[src/rtl/ttmnv_pkg.sv]
// ttmnv_pkg: shared types and constants of the tilt to note and volume block
// no dependencies; imported by the interfaces and the top level

package ttmnv_pkg;

   localparam int ACCEL_W   = 16;
   localparam int NOTE_W    = 7;
   localparam int VOL_W     = 11;
   localparam int CNT_W     = 5;

   // square root of (y^2 + z^2) << 16, one result bit per step
   localparam int R2_W       = 32;
   localparam int RAD_W      = 48;
   localparam int ROOT_W     = 24;
   localparam int REM_W      = 26;
   localparam int SQRT_STEPS = 24;

   // cordic datapath width, covers magnitude growth of 256-scaled inputs
   localparam int CW = 28;

   // volume in tenths: (2540*u + 90*deg) / (180*deg) = ((...) >> (frac+2)) / 45
   localparam int VOL_NUM_SCALE   = 2540;
   localparam int VOL_DIV         = 45;
   localparam int VOL_MAX_TENTHS  = 1270;
   localparam int VOL_M_W         = 16;
   localparam int VOL_M_FULL      = VOL_MAX_TENTHS * VOL_DIV;
   localparam int VOL_RECIP       = 46604;
   localparam int VOL_RECIP_W     = 17;
   localparam int VOL_RECIP_SHIFT = 21;

   localparam logic [NOTE_W-1:0] NOTE_C4 = 7'd60;
   localparam logic [NOTE_W-1:0] NOTE_D4 = 7'd62;
   localparam logic [NOTE_W-1:0] NOTE_E4 = 7'd64;
   localparam logic [NOTE_W-1:0] NOTE_F4 = 7'd65;
   localparam logic [NOTE_W-1:0] NOTE_G4 = 7'd67;
   localparam logic [NOTE_W-1:0] NOTE_A4 = 7'd69;
   localparam logic [NOTE_W-1:0] NOTE_B4 = 7'd71;
   localparam logic [NOTE_W-1:0] NOTE_C5 = 7'd72;

   localparam logic [VOL_W-1:0] THRESHOLD_RESET = 11'd50;

   typedef enum logic [3:0] {
      ST_IDLE,
      ST_SQ_Y,
      ST_SQ_Z,
      ST_SQRT,
      ST_PREP,
      ST_ITER,
      ST_ANGLE_DONE,
      ST_VOL,
      ST_DIV,
      ST_DONE
   } ttmnv_state_type;

   // atan(2^-i) in units of 2^-16 degree
   function automatic logic [23:0] atan_entry(input logic [CNT_W-1:0] i);
      logic [23:0] t;
      case (i)
         5'd0:    t = 24'd2949120;
         5'd1:    t = 24'd1740967;
         5'd2:    t = 24'd919879;
         5'd3:    t = 24'd466945;
         5'd4:    t = 24'd234379;
         5'd5:    t = 24'd117304;
         5'd6:    t = 24'd58666;
         5'd7:    t = 24'd29335;
         5'd8:    t = 24'd14668;
         5'd9:    t = 24'd7334;
         5'd10:   t = 24'd3667;
         5'd11:   t = 24'd1833;
         5'd12:   t = 24'd917;
         5'd13:   t = 24'd458;
         5'd14:   t = 24'd229;
         5'd15:   t = 24'd115;
         5'd16:   t = 24'd57;
         5'd17:   t = 24'd29;
         5'd18:   t = 24'd14;
         5'd19:   t = 24'd7;
         5'd20:   t = 24'd4;
         5'd21:   t = 24'd2;
         5'd22:   t = 24'd1;
         default: t = 24'd0;
      endcase
      return t;
   endfunction

endpackage

[src/rtl/ttmnv_req_if.sv]
// ttmnv_req_if: valid/ready channel carrying one accelerometer sample per beat
// depends on ttmnv_pkg

interface ttmnv_req_if
   import ttmnv_pkg::*;
();
   logic                      valid;
   logic                      ready;
   logic signed [ACCEL_W-1:0] accel_x;
   logic signed [ACCEL_W-1:0] accel_y;
   logic signed [ACCEL_W-1:0] accel_z;

   modport source (output valid, output accel_x, output accel_y, output accel_z,
                   input ready);
   modport sink   (input valid, input accel_x, input accel_y, input accel_z,
                   output ready);
endinterface

[src/rtl/ttmnv_rsp_if.sv]
// ttmnv_rsp_if: valid/ready channel carrying one note and volume per beat
// depends on ttmnv_pkg

interface ttmnv_rsp_if
   import ttmnv_pkg::*;
();
   logic              valid;
   logic              ready;
   logic [NOTE_W-1:0] note_number;
   logic [VOL_W-1:0]  volume_tenths;

   modport source (output valid, output note_number, output volume_tenths,
                   input ready);
   modport sink   (input valid, input note_number, input volume_tenths,
                   output ready);
endinterface

[src/rtl/tilt_to_midi_note_volume_top.sv]
// tilt_to_midi_note_volume_top: roll/pitch from one accelerometer sample to note and volume
// depends on ttmnv_pkg, ttmnv_req_if, ttmnv_rsp_if

// One sample is taken at a time. From acceptance to the result the block computes the
// squares of y and z one after the other on one multiplier, then the bit-per-cycle
// square root, then roll and pitch one after the other through the single CORDIC
// rotation stage (its iterations are skipped when a vector lies on an axis or a
// diagonal), then the volume scaling. req_chan.ready is high only while the block is
// idle; a finished beat waits in the output register, and the next sample is accepted
// meanwhile. A beat is sent on the first sample, on a note change, or when the volume
// moved by at least the threshold in tenths (csr_wr_data).

module tilt_to_midi_note_volume_top
   import ttmnv_pkg::*;
#(
   parameter int ANGLE_FRAC_BITS = 8,
   parameter int CORDIC_STEPS    = 16
) (
   input  logic               clock,
   input  logic               reset,
   ttmnv_req_if.sink          req_chan,
   ttmnv_rsp_if.source        rsp_chan,
   input  logic               csr_wr_en,
   input  logic [VOL_W-1:0]   csr_wr_data
);

   localparam int AW   = ANGLE_FRAC_BITS + 10;
   localparam int NW   = ANGLE_FRAC_BITS + 19;
   localparam int DEG  = 1 << ANGLE_FRAC_BITS;
   localparam int SH   = 16 - ANGLE_FRAC_BITS;
   localparam int HALF = (1 << SH) >> 1;

   localparam logic signed [AW-1:0] A45  = AW'(45 * DEG);
   localparam logic signed [AW-1:0] A90  = AW'(90 * DEG);
   localparam logic signed [AW-1:0] A135 = AW'(135 * DEG);
   localparam logic signed [AW-1:0] A180 = AW'(180 * DEG);
   localparam logic signed [AW-1:0] D30  = AW'(30 * DEG);
   localparam logic signed [AW-1:0] H1   = AW'(45 * DEG / 2);
   localparam logic signed [AW-1:0] H2   = AW'(45 * DEG);
   localparam logic signed [AW-1:0] H3   = AW'(3 * 45 * DEG / 2);

   ttmnv_state_type state_ff, state_in;

   logic [CNT_W-1:0]          cnt_ff, cnt_in;
   logic                      pass_ff, pass_in;
   logic signed [ACCEL_W-1:0] ax_ff, ax_in, ay_ff, ay_in, az_ff, az_in;
   logic [R2_W-1:0]           r2_ff, r2_in;
   logic [RAD_W-1:0]          rad_ff, rad_in;
   logic [REM_W-1:0]          rem_ff, rem_in;
   logic [ROOT_W-1:0]         root_ff, root_in;
   logic signed [CW-1:0]      x_ff, x_in, y_ff, y_in;
   logic signed [AW-1:0]      acc_ff, acc_in;
   logic [NOTE_W-1:0]         note_ff, note_in;
   logic [VOL_M_W-1:0]        m_ff, m_in;
   logic [VOL_W-1:0]          vol_ff, vol_in;
   logic                      have_ff, have_in;
   logic [NOTE_W-1:0]         prev_note_ff, prev_note_in;
   logic [VOL_W-1:0]          prev_vol_ff, prev_vol_in;
   logic [VOL_W-1:0]          thr_ff, thr_in;
   logic                      rsp_valid_ff, rsp_valid_in;
   logic [NOTE_W-1:0]         rsp_note_ff, rsp_note_in;
   logic [VOL_W-1:0]          rsp_vol_ff, rsp_vol_in;

   // shared datapath pieces
   logic signed [ACCEL_W-1:0] mul_a;
   logic signed [R2_W-1:0]    sq;
   logic [REM_W+1:0]          rem_t, trial;
   logic signed [CW-1:0]      xv, yv, xa, ya, xs, ys;
   logic [23:0]               ent;
   logic signed [AW-1:0]      t_w;
   logic [AW-1:0]             u_w;
   logic [NW-1:0]             n_w;
   logic [VOL_M_W+VOL_RECIP_W-1:0] prod;
   logic [NOTE_W-1:0]         note_w;
   logic [VOL_W-1:0]          diff;
   logic                      emit;

   assign mul_a = (state_ff == ST_SQ_Z) ? az_ff : ay_ff;
   assign sq    = mul_a * mul_a;

   assign rem_t = {rem_ff, rad_ff[RAD_W-1 -: 2]};
   assign trial = {2'b00, root_ff, 2'b01};

   assign xv = pass_ff ? CW'(root_ff) : CW'(signed'({az_ff, 8'h00}));
   assign yv = pass_ff ? -CW'(signed'({ax_ff, 8'h00})) : CW'(signed'({ay_ff, 8'h00}));
   assign xa = (xv < 0) ? -xv : xv;
   assign ya = (yv < 0) ? -yv : yv;
   assign xs = x_ff >>> cnt_ff;
   assign ys = y_ff >>> cnt_ff;

   assign ent = (atan_entry(cnt_ff) + 24'(HALF)) >> SH;
   assign t_w = AW'(ent);

   assign u_w  = AW'(acc_ff + D30);
   assign n_w  = NW'(u_w) * NW'(VOL_NUM_SCALE) + NW'(90 * DEG);
   assign prod = m_ff * VOL_RECIP_W'(VOL_RECIP);

   always_comb begin
      if (acc_ff <= -H3) begin
         note_w = NOTE_C4;
      end else if (acc_ff <= -H2) begin
         note_w = NOTE_D4;
      end else if (acc_ff <= -H1) begin
         note_w = NOTE_E4;
      end else if (acc_ff <= 0) begin
         note_w = NOTE_F4;
      end else if (acc_ff <= H1) begin
         note_w = NOTE_G4;
      end else if (acc_ff <= H2) begin
         note_w = NOTE_A4;
      end else if (acc_ff <= H3) begin
         note_w = NOTE_B4;
      end else begin
         note_w = NOTE_C5;
      end
   end

   assign diff = (vol_ff > prev_vol_ff) ? vol_ff - prev_vol_ff : prev_vol_ff - vol_ff;
   assign emit = !have_ff || (note_ff != prev_note_ff) || (diff >= thr_ff);

   assign req_chan.ready         = (state_ff == ST_IDLE);
   assign rsp_chan.valid         = rsp_valid_ff;
   assign rsp_chan.note_number   = rsp_note_ff;
   assign rsp_chan.volume_tenths = rsp_vol_ff;

   always_ff @(posedge clock) begin
      if (reset) begin
         state_ff     <= ST_IDLE;
         have_ff      <= 1'b0;
         prev_note_ff <= '0;
         prev_vol_ff  <= '0;
         thr_ff       <= THRESHOLD_RESET;
         rsp_valid_ff <= 1'b0;
      end else begin
         state_ff     <= state_in;
         have_ff      <= have_in;
         prev_note_ff <= prev_note_in;
         prev_vol_ff  <= prev_vol_in;
         thr_ff       <= thr_in;
         rsp_valid_ff <= rsp_valid_in;
      end
   end

   always_ff @(posedge clock) begin
      cnt_ff      <= cnt_in;
      pass_ff     <= pass_in;
      ax_ff       <= ax_in;
      ay_ff       <= ay_in;
      az_ff       <= az_in;
      r2_ff       <= r2_in;
      rad_ff      <= rad_in;
      rem_ff      <= rem_in;
      root_ff     <= root_in;
      x_ff        <= x_in;
      y_ff        <= y_in;
      acc_ff      <= acc_in;
      note_ff     <= note_in;
      m_ff        <= m_in;
      vol_ff      <= vol_in;
      rsp_note_ff <= rsp_note_in;
      rsp_vol_ff  <= rsp_vol_in;
   end

   always_comb begin
      state_in     = state_ff;
      cnt_in       = cnt_ff;
      pass_in      = pass_ff;
      ax_in        = ax_ff;
      ay_in        = ay_ff;
      az_in        = az_ff;
      r2_in        = r2_ff;
      rad_in       = rad_ff;
      rem_in       = rem_ff;
      root_in      = root_ff;
      x_in         = x_ff;
      y_in         = y_ff;
      acc_in       = acc_ff;
      note_in      = note_ff;
      m_in         = m_ff;
      vol_in       = vol_ff;
      have_in      = have_ff;
      prev_note_in = prev_note_ff;
      prev_vol_in  = prev_vol_ff;
      thr_in       = csr_wr_en ? csr_wr_data : thr_ff;
      rsp_valid_in = rsp_valid_ff && !rsp_chan.ready;
      rsp_note_in  = rsp_note_ff;
      rsp_vol_in   = rsp_vol_ff;

      case (state_ff)
         ST_IDLE: begin
            if (req_chan.valid) begin
               ax_in    = req_chan.accel_x;
               ay_in    = req_chan.accel_y;
               az_in    = req_chan.accel_z;
               pass_in  = 1'b0;
               state_in = ST_SQ_Y;
            end
         end
         ST_SQ_Y: begin
            r2_in    = unsigned'(sq);
            state_in = ST_SQ_Z;
         end
         ST_SQ_Z: begin
            rad_in   = {r2_ff + unsigned'(sq), 16'h0000};
            rem_in   = '0;
            root_in  = '0;
            cnt_in   = '0;
            state_in = ST_SQRT;
         end
         ST_SQRT: begin
            rad_in = {rad_ff[RAD_W-3:0], 2'b00};
            if (rem_t >= trial) begin
               rem_in  = REM_W'(rem_t - trial);
               root_in = {root_ff[ROOT_W-2:0], 1'b1};
            end else begin
               rem_in  = REM_W'(rem_t);
               root_in = {root_ff[ROOT_W-2:0], 1'b0};
            end
            cnt_in = cnt_ff + 1'b1;
            if (cnt_ff == CNT_W'(SQRT_STEPS - 1)) begin
               state_in = ST_PREP;
            end
         end
         ST_PREP: begin
            cnt_in   = '0;
            state_in = ST_ANGLE_DONE;
            if (yv == 0) begin
               acc_in = (xv >= 0) ? '0 : A180;
            end else if (xv == 0) begin
               acc_in = (yv > 0) ? A90 : -A90;
            end else if (xa == ya) begin
               acc_in = (yv > 0) ? ((xv > 0) ? A45 : A135) : ((xv > 0) ? -A45 : -A135);
            end else begin
               state_in = ST_ITER;
               if (xv < 0) begin
                  if (yv > 0) begin
                     x_in   = yv;
                     y_in   = -xv;
                     acc_in = A90;
                  end else begin
                     x_in   = -yv;
                     y_in   = xv;
                     acc_in = -A90;
                  end
               end else begin
                  x_in   = xv;
                  y_in   = yv;
                  acc_in = '0;
               end
            end
         end
         ST_ITER: begin
            if (y_ff >= 0) begin
               x_in   = x_ff + ys;
               y_in   = y_ff - xs;
               acc_in = acc_ff + t_w;
            end else begin
               x_in   = x_ff - ys;
               y_in   = y_ff + xs;
               acc_in = acc_ff - t_w;
            end
            cnt_in = cnt_ff + 1'b1;
            if (cnt_ff == CNT_W'(CORDIC_STEPS - 1)) begin
               state_in = ST_ANGLE_DONE;
            end
         end
         ST_ANGLE_DONE: begin
            if (!pass_ff) begin
               note_in  = note_w;
               pass_in  = 1'b1;
               state_in = ST_PREP;
            end else begin
               state_in = ST_VOL;
            end
         end
         ST_VOL: begin
            if (acc_ff < -D30) begin
               m_in = VOL_M_W'(VOL_M_FULL);
            end else if (acc_ff > D30) begin
               m_in = '0;
            end else begin
               m_in = VOL_M_W'(n_w >> (ANGLE_FRAC_BITS + 2));
            end
            state_in = ST_DIV;
         end
         ST_DIV: begin
            vol_in   = VOL_W'(prod >> VOL_RECIP_SHIFT);
            state_in = ST_DONE;
         end
         ST_DONE: begin
            if (!rsp_valid_ff || rsp_chan.ready) begin
               state_in = ST_IDLE;
               if (emit) begin
                  rsp_valid_in = 1'b1;
                  rsp_note_in  = note_ff;
                  rsp_vol_in   = vol_ff;
                  have_in      = 1'b1;
                  prev_note_in = note_ff;
                  prev_vol_in  = vol_ff;
               end
            end
         end
         default: begin
            state_in = ST_IDLE;
         end
      endcase
   end

endmodule

[src/flat_wrapper.sv]
// flat-port wrapper written by rule: the top's interface ports become plain ports
module tilt_to_midi_note_volume_top_flat import ttmnv_pkg::*;
#(
   parameter int ANGLE_FRAC_BITS = 8,
   parameter int CORDIC_STEPS    = 16
)
  (clock, reset, csr_wr_en, csr_wr_data, req_chan_valid, req_chan_accel_x, req_chan_accel_y, req_chan_accel_z, req_chan_ready, rsp_chan_valid, rsp_chan_note_number, rsp_chan_volume_tenths, rsp_chan_ready);
  ttmnv_req_if req_chan_i ();
  ttmnv_rsp_if rsp_chan_i ();
  input  logic clock;
  input  logic reset;
  input  logic csr_wr_en;
  input  logic [VOL_W-1:0] csr_wr_data;
  input wire logic [$bits(req_chan_i.valid)-1:0] req_chan_valid;
  input wire logic [$bits(req_chan_i.accel_x)-1:0] req_chan_accel_x;
  input wire logic [$bits(req_chan_i.accel_y)-1:0] req_chan_accel_y;
  input wire logic [$bits(req_chan_i.accel_z)-1:0] req_chan_accel_z;
  output wire logic [$bits(req_chan_i.ready)-1:0] req_chan_ready;
  output wire logic [$bits(rsp_chan_i.valid)-1:0] rsp_chan_valid;
  output wire logic [$bits(rsp_chan_i.note_number)-1:0] rsp_chan_note_number;
  output wire logic [$bits(rsp_chan_i.volume_tenths)-1:0] rsp_chan_volume_tenths;
  input wire logic [$bits(rsp_chan_i.ready)-1:0] rsp_chan_ready;
  assign req_chan_i.valid = req_chan_valid;
  assign req_chan_i.accel_x = req_chan_accel_x;
  assign req_chan_i.accel_y = req_chan_accel_y;
  assign req_chan_i.accel_z = req_chan_accel_z;
  assign req_chan_ready = req_chan_i.ready;
  assign rsp_chan_valid = rsp_chan_i.valid;
  assign rsp_chan_note_number = rsp_chan_i.note_number;
  assign rsp_chan_volume_tenths = rsp_chan_i.volume_tenths;
  assign rsp_chan_i.ready = rsp_chan_ready;
  tilt_to_midi_note_volume_top #(.ANGLE_FRAC_BITS(ANGLE_FRAC_BITS), .CORDIC_STEPS(CORDIC_STEPS)) u_core (.clock(clock), .reset(reset), .req_chan(req_chan_i), .rsp_chan(rsp_chan_i), .csr_wr_en(csr_wr_en), .csr_wr_data(csr_wr_data));
endmodule
[config.mk]
export PLATFORM = sky130hd
export DESIGN_NAME = tilt_to_midi_note_volume_top_flat
export DESIGN_NICKNAME = d
export VERILOG_FILES = /design/src/rtl/ttmnv_pkg.sv /design/src/rtl/ttmnv_req_if.sv /design/src/rtl/ttmnv_rsp_if.sv /design/src/rtl/tilt_to_midi_note_volume_top.sv /design/src/flat_wrapper.sv
export SDC_FILE = /design/constraint.sdc
export NUM_CORES = 2
export LEC_CHECK = 0
export ABC_AREA = 1
export ABC_CLOCK_PERIOD_IN_PS = 17870
export BUFFER_PORTS_ARGS = -buffer_cell sky130_fd_sc_hd__buf_2
export CAP_MARGIN = 20
export CORE_MARGIN = 3
export CORE_UTILIZATION = 43
export DETAILED_ROUTE_END_ITERATION = 12
export HOLD_SLACK_MARGIN = 0.12
export PLACE_DENSITY_LB_ADDON = 0.12
export SYNTH_ARGS = -nofsm -noshare
export SYNTH_HDL_FRONTEND = slang
export SYNTH_SLANG_ARGS = --single-unit
[constraint.sdc]
create_clock -name clock -period 17.87 [get_ports clock]
set_clock_uncertainty 0.05 [all_clocks]
set_input_delay 0 -clock clock [delete_from_list [all_inputs] [get_ports clock]]
set_output_delay 0 -clock clock [all_outputs]
set_load 0.01 [all_outputs]
# --- Yosys cells after proc, flatten, opt, wreduce, memory -nomap -nowiden ---
# Memories as Yosys holds them, arrays and structs flattened. A register that Yosys moved wholly into a read port is not among the register bits.
# Index checks and enable logic that the tools add are counted.
classes:
  add_sub_neg: 17
  n_mul: 3
  div_mod_pow: 0
  order_cmp: 18
  eq_ne: 20
  n_shift: 2
  muxes: 59
  bitwise: 1
  n_reduce_logical: 25
ops:
  columns: ["operator", "n"]
  rows:
  - ["$mux 28", 16]
  - ["$mux 18", 7]
  - ["$pmux 28 s2", 2]
  - ["$pmux 48 s2", 1]
  - ["$mux 16", 5]
  - ["$logic_not 32->1", 2]
  - ["$add 28x28->28", 2]
  - ["$ge 28x1->1 const B", 2]
  - ["$gt 28x1->1 const B", 2]
  - ["$lt 28x1->1 const B", 2]
  - ["$neg 28->28", 2]
  - ["$sshr 28x5->28", 2]
  - ["$sub 28x28->28", 2]
  - ["$pmux 26 s2", 1]
  - ["$pmux 24 s2", 1]
  - ["$pmux 4 s10", 1]
  - ["$le 18x14->1 const B", 2]
  - ["$le 18x15->1 const B", 2]
  - ["$le 18x16->1 const B", 2]
  - ["$pmux 18 s2", 1]
  - ["$add 32x32->32", 1]
  - ["$mul 16x16->32", 1]
  - ["$mul 16x14->30 const B", 1]
  - ["$eq 28x28->1", 1]
  - ["45 further kinds", 84]
word_totals:
  reg_bits: 345
  latchBits: 0
  mem_bits_rw: 0
  rom_bits: 704
  input_bits: 64
  out_inout_bits: 20
  elab_cells: 172
  memories: 1
mem_list:
  columns: ["name", "depth", "word_bits", "rd", "rd_clocked_by_memory_dff", "wr", "line_no", "text"]
  rows:
  - ["(name not given)", 32, 22, 1, 1, 0, "ttmnv_pkg.sv:58", "case (i)"]

# --- Depth between registers and ports, before layout ---
depth:
  word_depth: 9
  mapped_depth: 49
  mapped_depth_nobuf: 47

# --- Least setup slack after synthesis ---
# No wires, ideal clock.
synth_path:
  path_type: "flip-flop to flip-flop"
  start: "reg u_core.state_ff[2]"
  end: "reg u_core.rad_ff[47] (data pin)"
  setup_ps: 254
  t_arrival_ps: 12045
  t_required_ps: 17566
  setup_slack_ps: 5521
  stages_incl_launch_ff: 42
  n_path_buf: 1
  period_less_slack_ps: 12349
  path_cell_list: "dfxtp_1 -> nor2_1 -> inv_1 -> nor2_1 -> inv_1 -> nor2_1 -> inv_1 -> clkbuf_1 -> o21ai_1 -> clkinv_1 -> nor2_1 -> fa_1 -> inv_1 -> fa_1 -> fa_1 -> fa_1 -> inv_1 -> fa_1 -> [6 not listed] -> o21ai_1 -> a21boi_0 -> o21ai_1 -> a21oi_1 -> o21ai_1 -> a21oi_1 -> xnor2_1 -> ha_1 -> nand2_1 -> nor2_1 -> nand2_1 -> nor4_1 -> nand2_1 -> o211ai_1 -> a21oi_1 -> or2_2 -> nand3_1 -> nand2_1"
synth_via:
  elab_chain_cells: 5
  elab_cells_between_ends: 6
  classes_between: "add/sub (1); mul (1); eq/ne (2); mux (2)"
synth_lines:
  columns: ["element", "line_no", "text"]
  rows:
  - ["start, declared", "tilt_to_midi_note_volume_top.sv:42", "ttmnv_state_type state_ff, state_in;"]
  - ["start signal, assigned", "tilt_to_midi_note_volume_top.sv:135", "state_ff <= state_in;"]
  - ["$eq 4x2->1", "tilt_to_midi_note_volume_top.sv:78", "assign mul_a = (state_ff == ST_SQ_Z) ? az_ff : ay_ff;"]
  - ["$mux 16", "tilt_to_midi_note_volume_top.sv:78", null]
  - ["$mul 16x16->32", "tilt_to_midi_note_volume_top.sv:79", "assign sq = mul_a * mul_a;"]
  - ["net u_core.sq[26]", "tilt_to_midi_note_volume_top.sv:66", "logic signed [R2_W-1:0] sq;"]
  - ["$add 32x32->32", "tilt_to_midi_note_volume_top.sv:204", "rad_in = {r2_ff + unsigned'(sq), 16'h0000};"]
  - ["$pmux 48 s2", "tilt_to_midi_note_volume_top.sv:189", "case (state_ff)"]
  - ["net u_core.rad_in[47]", "tilt_to_midi_note_volume_top.sv:48", "logic [RAD_W-1:0] rad_ff, rad_in;"]
  - ["end signal, assigned", "tilt_to_midi_note_volume_top.sv:151", "rad_ff <= rad_in;"]
  - ["end, declared", "tilt_to_midi_note_volume_top.sv:48", null]
# The timed path passes the listed nets, and every way through them passes these cells. The select of a mux whose other input is x is not followed.
# A chain may end at the register's enable or synchronous reset.

# --- Worst setup path in the final report ---
# Ends and elaborated chain as after synthesis.

==> results_tabular.tex <==
\begin{tabular}{lr}
\hline
Metric & Value \\
\hline
\multicolumn{2}{l}{\textbf{Clock network}} \\
\quad Clock buffers created by TritonCTS & 44 \\
\quad Post-CTS clock slew at the launch and capture registers of the worst setup and hold paths & 0.06 ns \\
\quad Buffers from clock root to sink, at most & 3 \\
\quad Clock tree from TritonCTS & yes \\
\quad Post-CTS setup-driven buffer insertion count & 0 \\
\quad Source-to-sink clock delay at the later pin of the worst-skew pair & $\sim$0.64 ns \\
\quad Clk root buf & clkbuf\_16 \\
\quad Htree depth & 2 \\
\quad TritonCTS sink count & 340 \\
\quad Cts repair resizes & 0 \\
\quad Cts-stage hold buffer count & 144 \\
\multicolumn{2}{l}{\textbf{STA}} \\
\quad Fin. max-slew vios & 0 \\
\quad \# setup viols final & 0 \\
\quad Max Freq & between 80 and 90 MHz \\
\quad Setup repair after global routing missed its margin & no \\
\quad Max\_slew headroom & 30.6\% \\
\quad Final clock period utilization by the worst path & 64.3\% \\
\quad Worst-case hold slack & approximately 0.27 ns \\
\quad Hold Vio Cnt, Final & 0 \\
\quad Transition at the pin with the smallest max-transition slack & 1.04 ns \\
\quad Setup TNS Final & 0 ns \\
\quad Min Clock Period, post-route & 11.50 ns \\
\multicolumn{2}{l}{\textbf{Die}} \\
\quad Num rows & $\sim$120 \\
\quad Y dimension of the die & between 300 and 400 microns \\
\quad Overall die width & $\sim$330 microns \\
\quad Die Footprint & 0.108 sq mm \\
\quad I/O pins & 84 \\
\quad Core outline area & 0.102 sq mm \\
\quad Initial standard-cell utilization of the core & 43.6\% \\
\multicolumn{2}{l}{\textbf{Worst setup path}} \\
\quad End of the worst register-to-register path & u\_core.rad\_ff[47]\$\_DFFE\_PP\_ \\
\quad Biggest cell delay along the critical path & slightly below 0.8 ns \\
\quad Endpoint arrival time on the critical path & 11.82 ns \\
\quad Worst-path maximum fanout & 36 \\
\quad Startpoint of the worst register-to-register path & u\_core.state\_ff[2]\$\_SDFFE\_PP0P\_ \\
\quad Data required time of the worst path & 18.19 ns \\
\quad Endpoint type of the worst setup path & flop \\
\quad Startpoint types & flop \\
\quad CP max stage cell & o21ai\_1 \\
\quad Worst reg2reg setup slack & 6.37 ns \\
\quad Most Frequent Cell on Critical Path & inv\_1 \\
\quad Cell count of the worst reg-to-reg path & 40 \\
\quad Crit Path Category & flop to flop \\
\multicolumn{2}{l}{\textbf{Route}} \\
\quad Antenna Violating Nets Remaining & 0 \\
\quad Detail-routed net length per standard cell & 17.3 microns \\
\quad Detailed-router iteration count before antenna repair & 5 \\
\quad Residual DRC & 0 \\
\quad Detailed Route Iter0 Violations & 2,453 \\
\quad Drt total wl & 127,000 microns \\
\quad Routed vias/inst & 5.17 \\
\quad Vias after detailed routing & around 38,000 \\
\multicolumn{2}{l}{\textbf{Logic synthesis}} \\
\quad Cell type with the largest total area after synthesis & edfxtp\_1 \\
\quad Primary FF master, synth & edfxtp\_1 \\
\quad Summed instance area of the synthesized netlist & 0.0446 sq mm \\
\quad Synthesized netlist net count & around 6,700 \\
\quad Post-synth EDFFs & 291 \\
\quad Cells after Synth & 5,775 \\
\quad Yosys Warn Count & 0 \\
\quad Mapped Avg Cell Area & just under 8 sq um \\
\quad Seq/Total Area, Yosys & 21.8\% \\
\quad Cell types with the highest counts after synthesis & 1,084 x inv\_1, 1,084 x nand2\_1, 469 x ha\_1, 461 x nor2\_1, 438 x o21ai\_0 \\
\quad Yosys top cell area share & 19.6\% \\
\quad Synth Register Bits & between 300 and 400 \\
\quad Fraction of synthesis flops using an asynchronous set or reset pin & 0\% \\
\quad Largest cells by area after synthesis & edfxtp\_1 20\%, fa\_1 16\%, ha\_1 13\% \\
\quad Number of distinct library cells after synthesis & 75 \\
\multicolumn{2}{l}{\textbf{Global routing}} \\
\quad M3 GR Usage & between 2 and 3\% \\
\quad Number of antenna violations at the first check in global routing & 3 \\
\quad Pin count of the biggest net entering global routing & 73 \\
\quad All-Layer GR Usage & 24.0\% \\
\quad GRT Residual Overflow & 0 \\
\quad Vias in the first global route & roughly 38,000 \\
\quad Most heavily used metal layer in global routing & met2 \\
\quad GR Util met2 & 39.3\% \\
\quad Met1 routing resource usage after global routing & 33.7\% \\
\quad Wire length of the first global-routing pass & 207,000 microns \\
\multicolumn{2}{l}{\textbf{Placement}} \\
\quad Estimated wirelength of the detail-placed design & 102,000 microns \\
\quad Number of buffers inserted by port buffering & 83 \\
\quad Routability-driven placement congestion ratio & 0.922 \\
\multicolumn{2}{l}{\textbf{Job}} \\
\quad Max-cap violation count & 0 \\
\multicolumn{2}{l}{\textbf{Cells and area}} \\
\quad Layout Area Growth over Synthesis & 10.6\% \\
\quad Fillcell total & 10,207 \\
\quad Total Nets Final & between 6,000 and 7,000 \\
\quad Share of layout cells above drive strength 1 & 5.63\% \\
\multicolumn{2}{l}{\textbf{Min path}} \\
\quad Hold Path End & u\_core.have\_ff\$\_SDFFE\_PP0P\_ \\
\quad Hold WC Path Type & input pin to flop \\
\quad Hold path startpoint & reset \\
\quad WHS Path Cells & 3 \\
\multicolumn{2}{l}{\textbf{Outcome}} \\
\quad Outcome & finished, final reports clean \\
\hline
\end{tabular}
worst max path at each step:
stage	from	cells past startpoint	endpoint	slack [ns]
floorplan	u_core.state_ff[2]$_SDFFE_PP0P_	41	u_core.rad_ff[47]$_DFFE_PP_	5.52
global placement	u_core.state_ff[2]$_SDFFE_PP0P_	40	u_core.rad_ff[47]$_DFFE_PP_	6.69
detailed placement	u_core.state_ff[2]$_SDFFE_PP0P_	40	u_core.rad_ff[47]$_DFFE_PP_	6.44
CTS	u_core.state_ff[2]$_SDFFE_PP0P_	40	u_core.rad_ff[47]$_DFFE_PP_	6.42
global route	u_core.state_ff[2]$_SDFFE_PP0P_	43	u_core.rad_ff[47]$_DFFE_PP_	5.15
finish	u_core.state_ff[2]$_SDFFE_PP0P_	40	u_core.rad_ff[47]$_DFFE_PP_	6.37
cells in the final DEF, fill, tap and decap left out, drive strengths merged, types with 9 or more instances in the layout:
| master | netlist | layout |
|---|---|---|
| buf | 53 | 116 |
| nor4 | 19 | 19 |
| a21boi | 9 | 9 |
| dfxtp | 49 | 49 |
| mux2i | 32 | 32 |
| a21o | 19 | 19 |
| o211ai | 38 | 38 |
| o22ai | 12 | 12 |
| o21bai | 10 | 10 |
| nand3 | 221 | 221 |
| nand4 | 56 | 56 |
| nor2 | 492 | 492 |
| o21a | 15 | 15 |
| xor2 | 145 | 145 |
| a21oi | 371 | 371 |
| xnor2 | 78 | 78 |
| dlygate4sd3 | 0 | 144 |
| a31oi | 39 | 39 |
| ha | 469 | 469 |
| fa | 365 | 365 |
| nand2 | 1107 | 1107 |
| clkinv | 7 | 16 |
| o31ai | 11 | 11 |
| o21ai | 510 | 510 |
| clkbuf | 91 | 54 |
| inv | 1096 | 1102 |
| or2 | 51 | 51 |
| nor3 | 54 | 54 |
| edfxtp | 291 | 291 |
layer usage:
layer / routed length, microns / up-vias
li1: - / 19048
met1: 60200 / 17998
met2: 58600 / 751
met3: 5110 / 180
met4: 3170 / 2
met5: 17 / -
registers in the layout, indices dropped and copies added, names as in the netlist, 4 cells and up, named ones only:
name / flops
u_core.x_ff: 28
u_core.ay_ff: 16
u_core.m_ff: 16
u_core.cnt_ff: 5
u_core.rsp_chan.note_number: 6
u_core.ax_ff: 16
u_core.rem_ff: 26
u_core.note_ff: 6
u_core.thr_ff: 11
u_core.az_ff: 16
u_core.prev_vol_ff: 11
u_core.rsp_chan.volume_tenths: 11
u_core.rad_ff: 32
u_core.y_ff: 28
u_core.prev_note_ff: 6
u_core.root_ff: 24
u_core.state_ff: 4
u_core.r2_ff: 31
u_core.vol_ff: 11
u_core.acc_ff: 18
critical path: cells and delay by family (launching register included):
kind,cells,cell delay [ns]
buffers and inverters,8,1.53
AOI/OAI and AO/OA,9,2.50
and+or+nand+nor,14,2.95
DFF,1,0.34
xor gates and xnor gates,1,0.11
adders and majority gates,8,3.74
kinds of logic (layout without fill, tap and decap cells):
kind of cell	count (synthesis)	after routing	synth area share [%]
AOI/OAI and AO/OA	1080	1080	13.4
xor gates and xnor gates	223	223	4.38
adders and majority gates	834	834	29.5
buffers and inverters	1247	1443	10.9
DFF	340	340	21.8
muxes	32	32	0.718
other	0	2	0
and+or+nand+nor	2019	2019	19.3
through the flow:
step / worst slack, ns / std cells / util, % / area, sq um
final: 6.37 / 7341 / 48.2 / 49300
after global routing: 5.15 / 7341 / 48.2 / 49300
after CTS: 6.42 / 7338 / 48.2 / 49300
after detailed placement: 6.44 / 7114 / 45.3 / 46300
after global placement: 6.69 / 7113 / 45.3 / 46300
after floorplan: 5.52 / 5775 / - / 44600
final cells by class:
type                            instances  area, sq um  share of cell area, %
Clock inverter                         26          335                  0.680
Antenna cell                            2         5.00                 0.0101
Timing Repair Buffer                  260         2130                   4.32
Inverter                             1103         4140                   8.39
Tap cell                             1368         1710                   3.47
Sequential cell                       340         9720                   19.7
Multi-Input combinational cell       4188        30100                   61.0
Clock buffer                           54         1200                   2.44
Power is left out: the tool's default activity adds up to more than one toggle a clock period on the data nets, which glitch-free logic cannot reach.
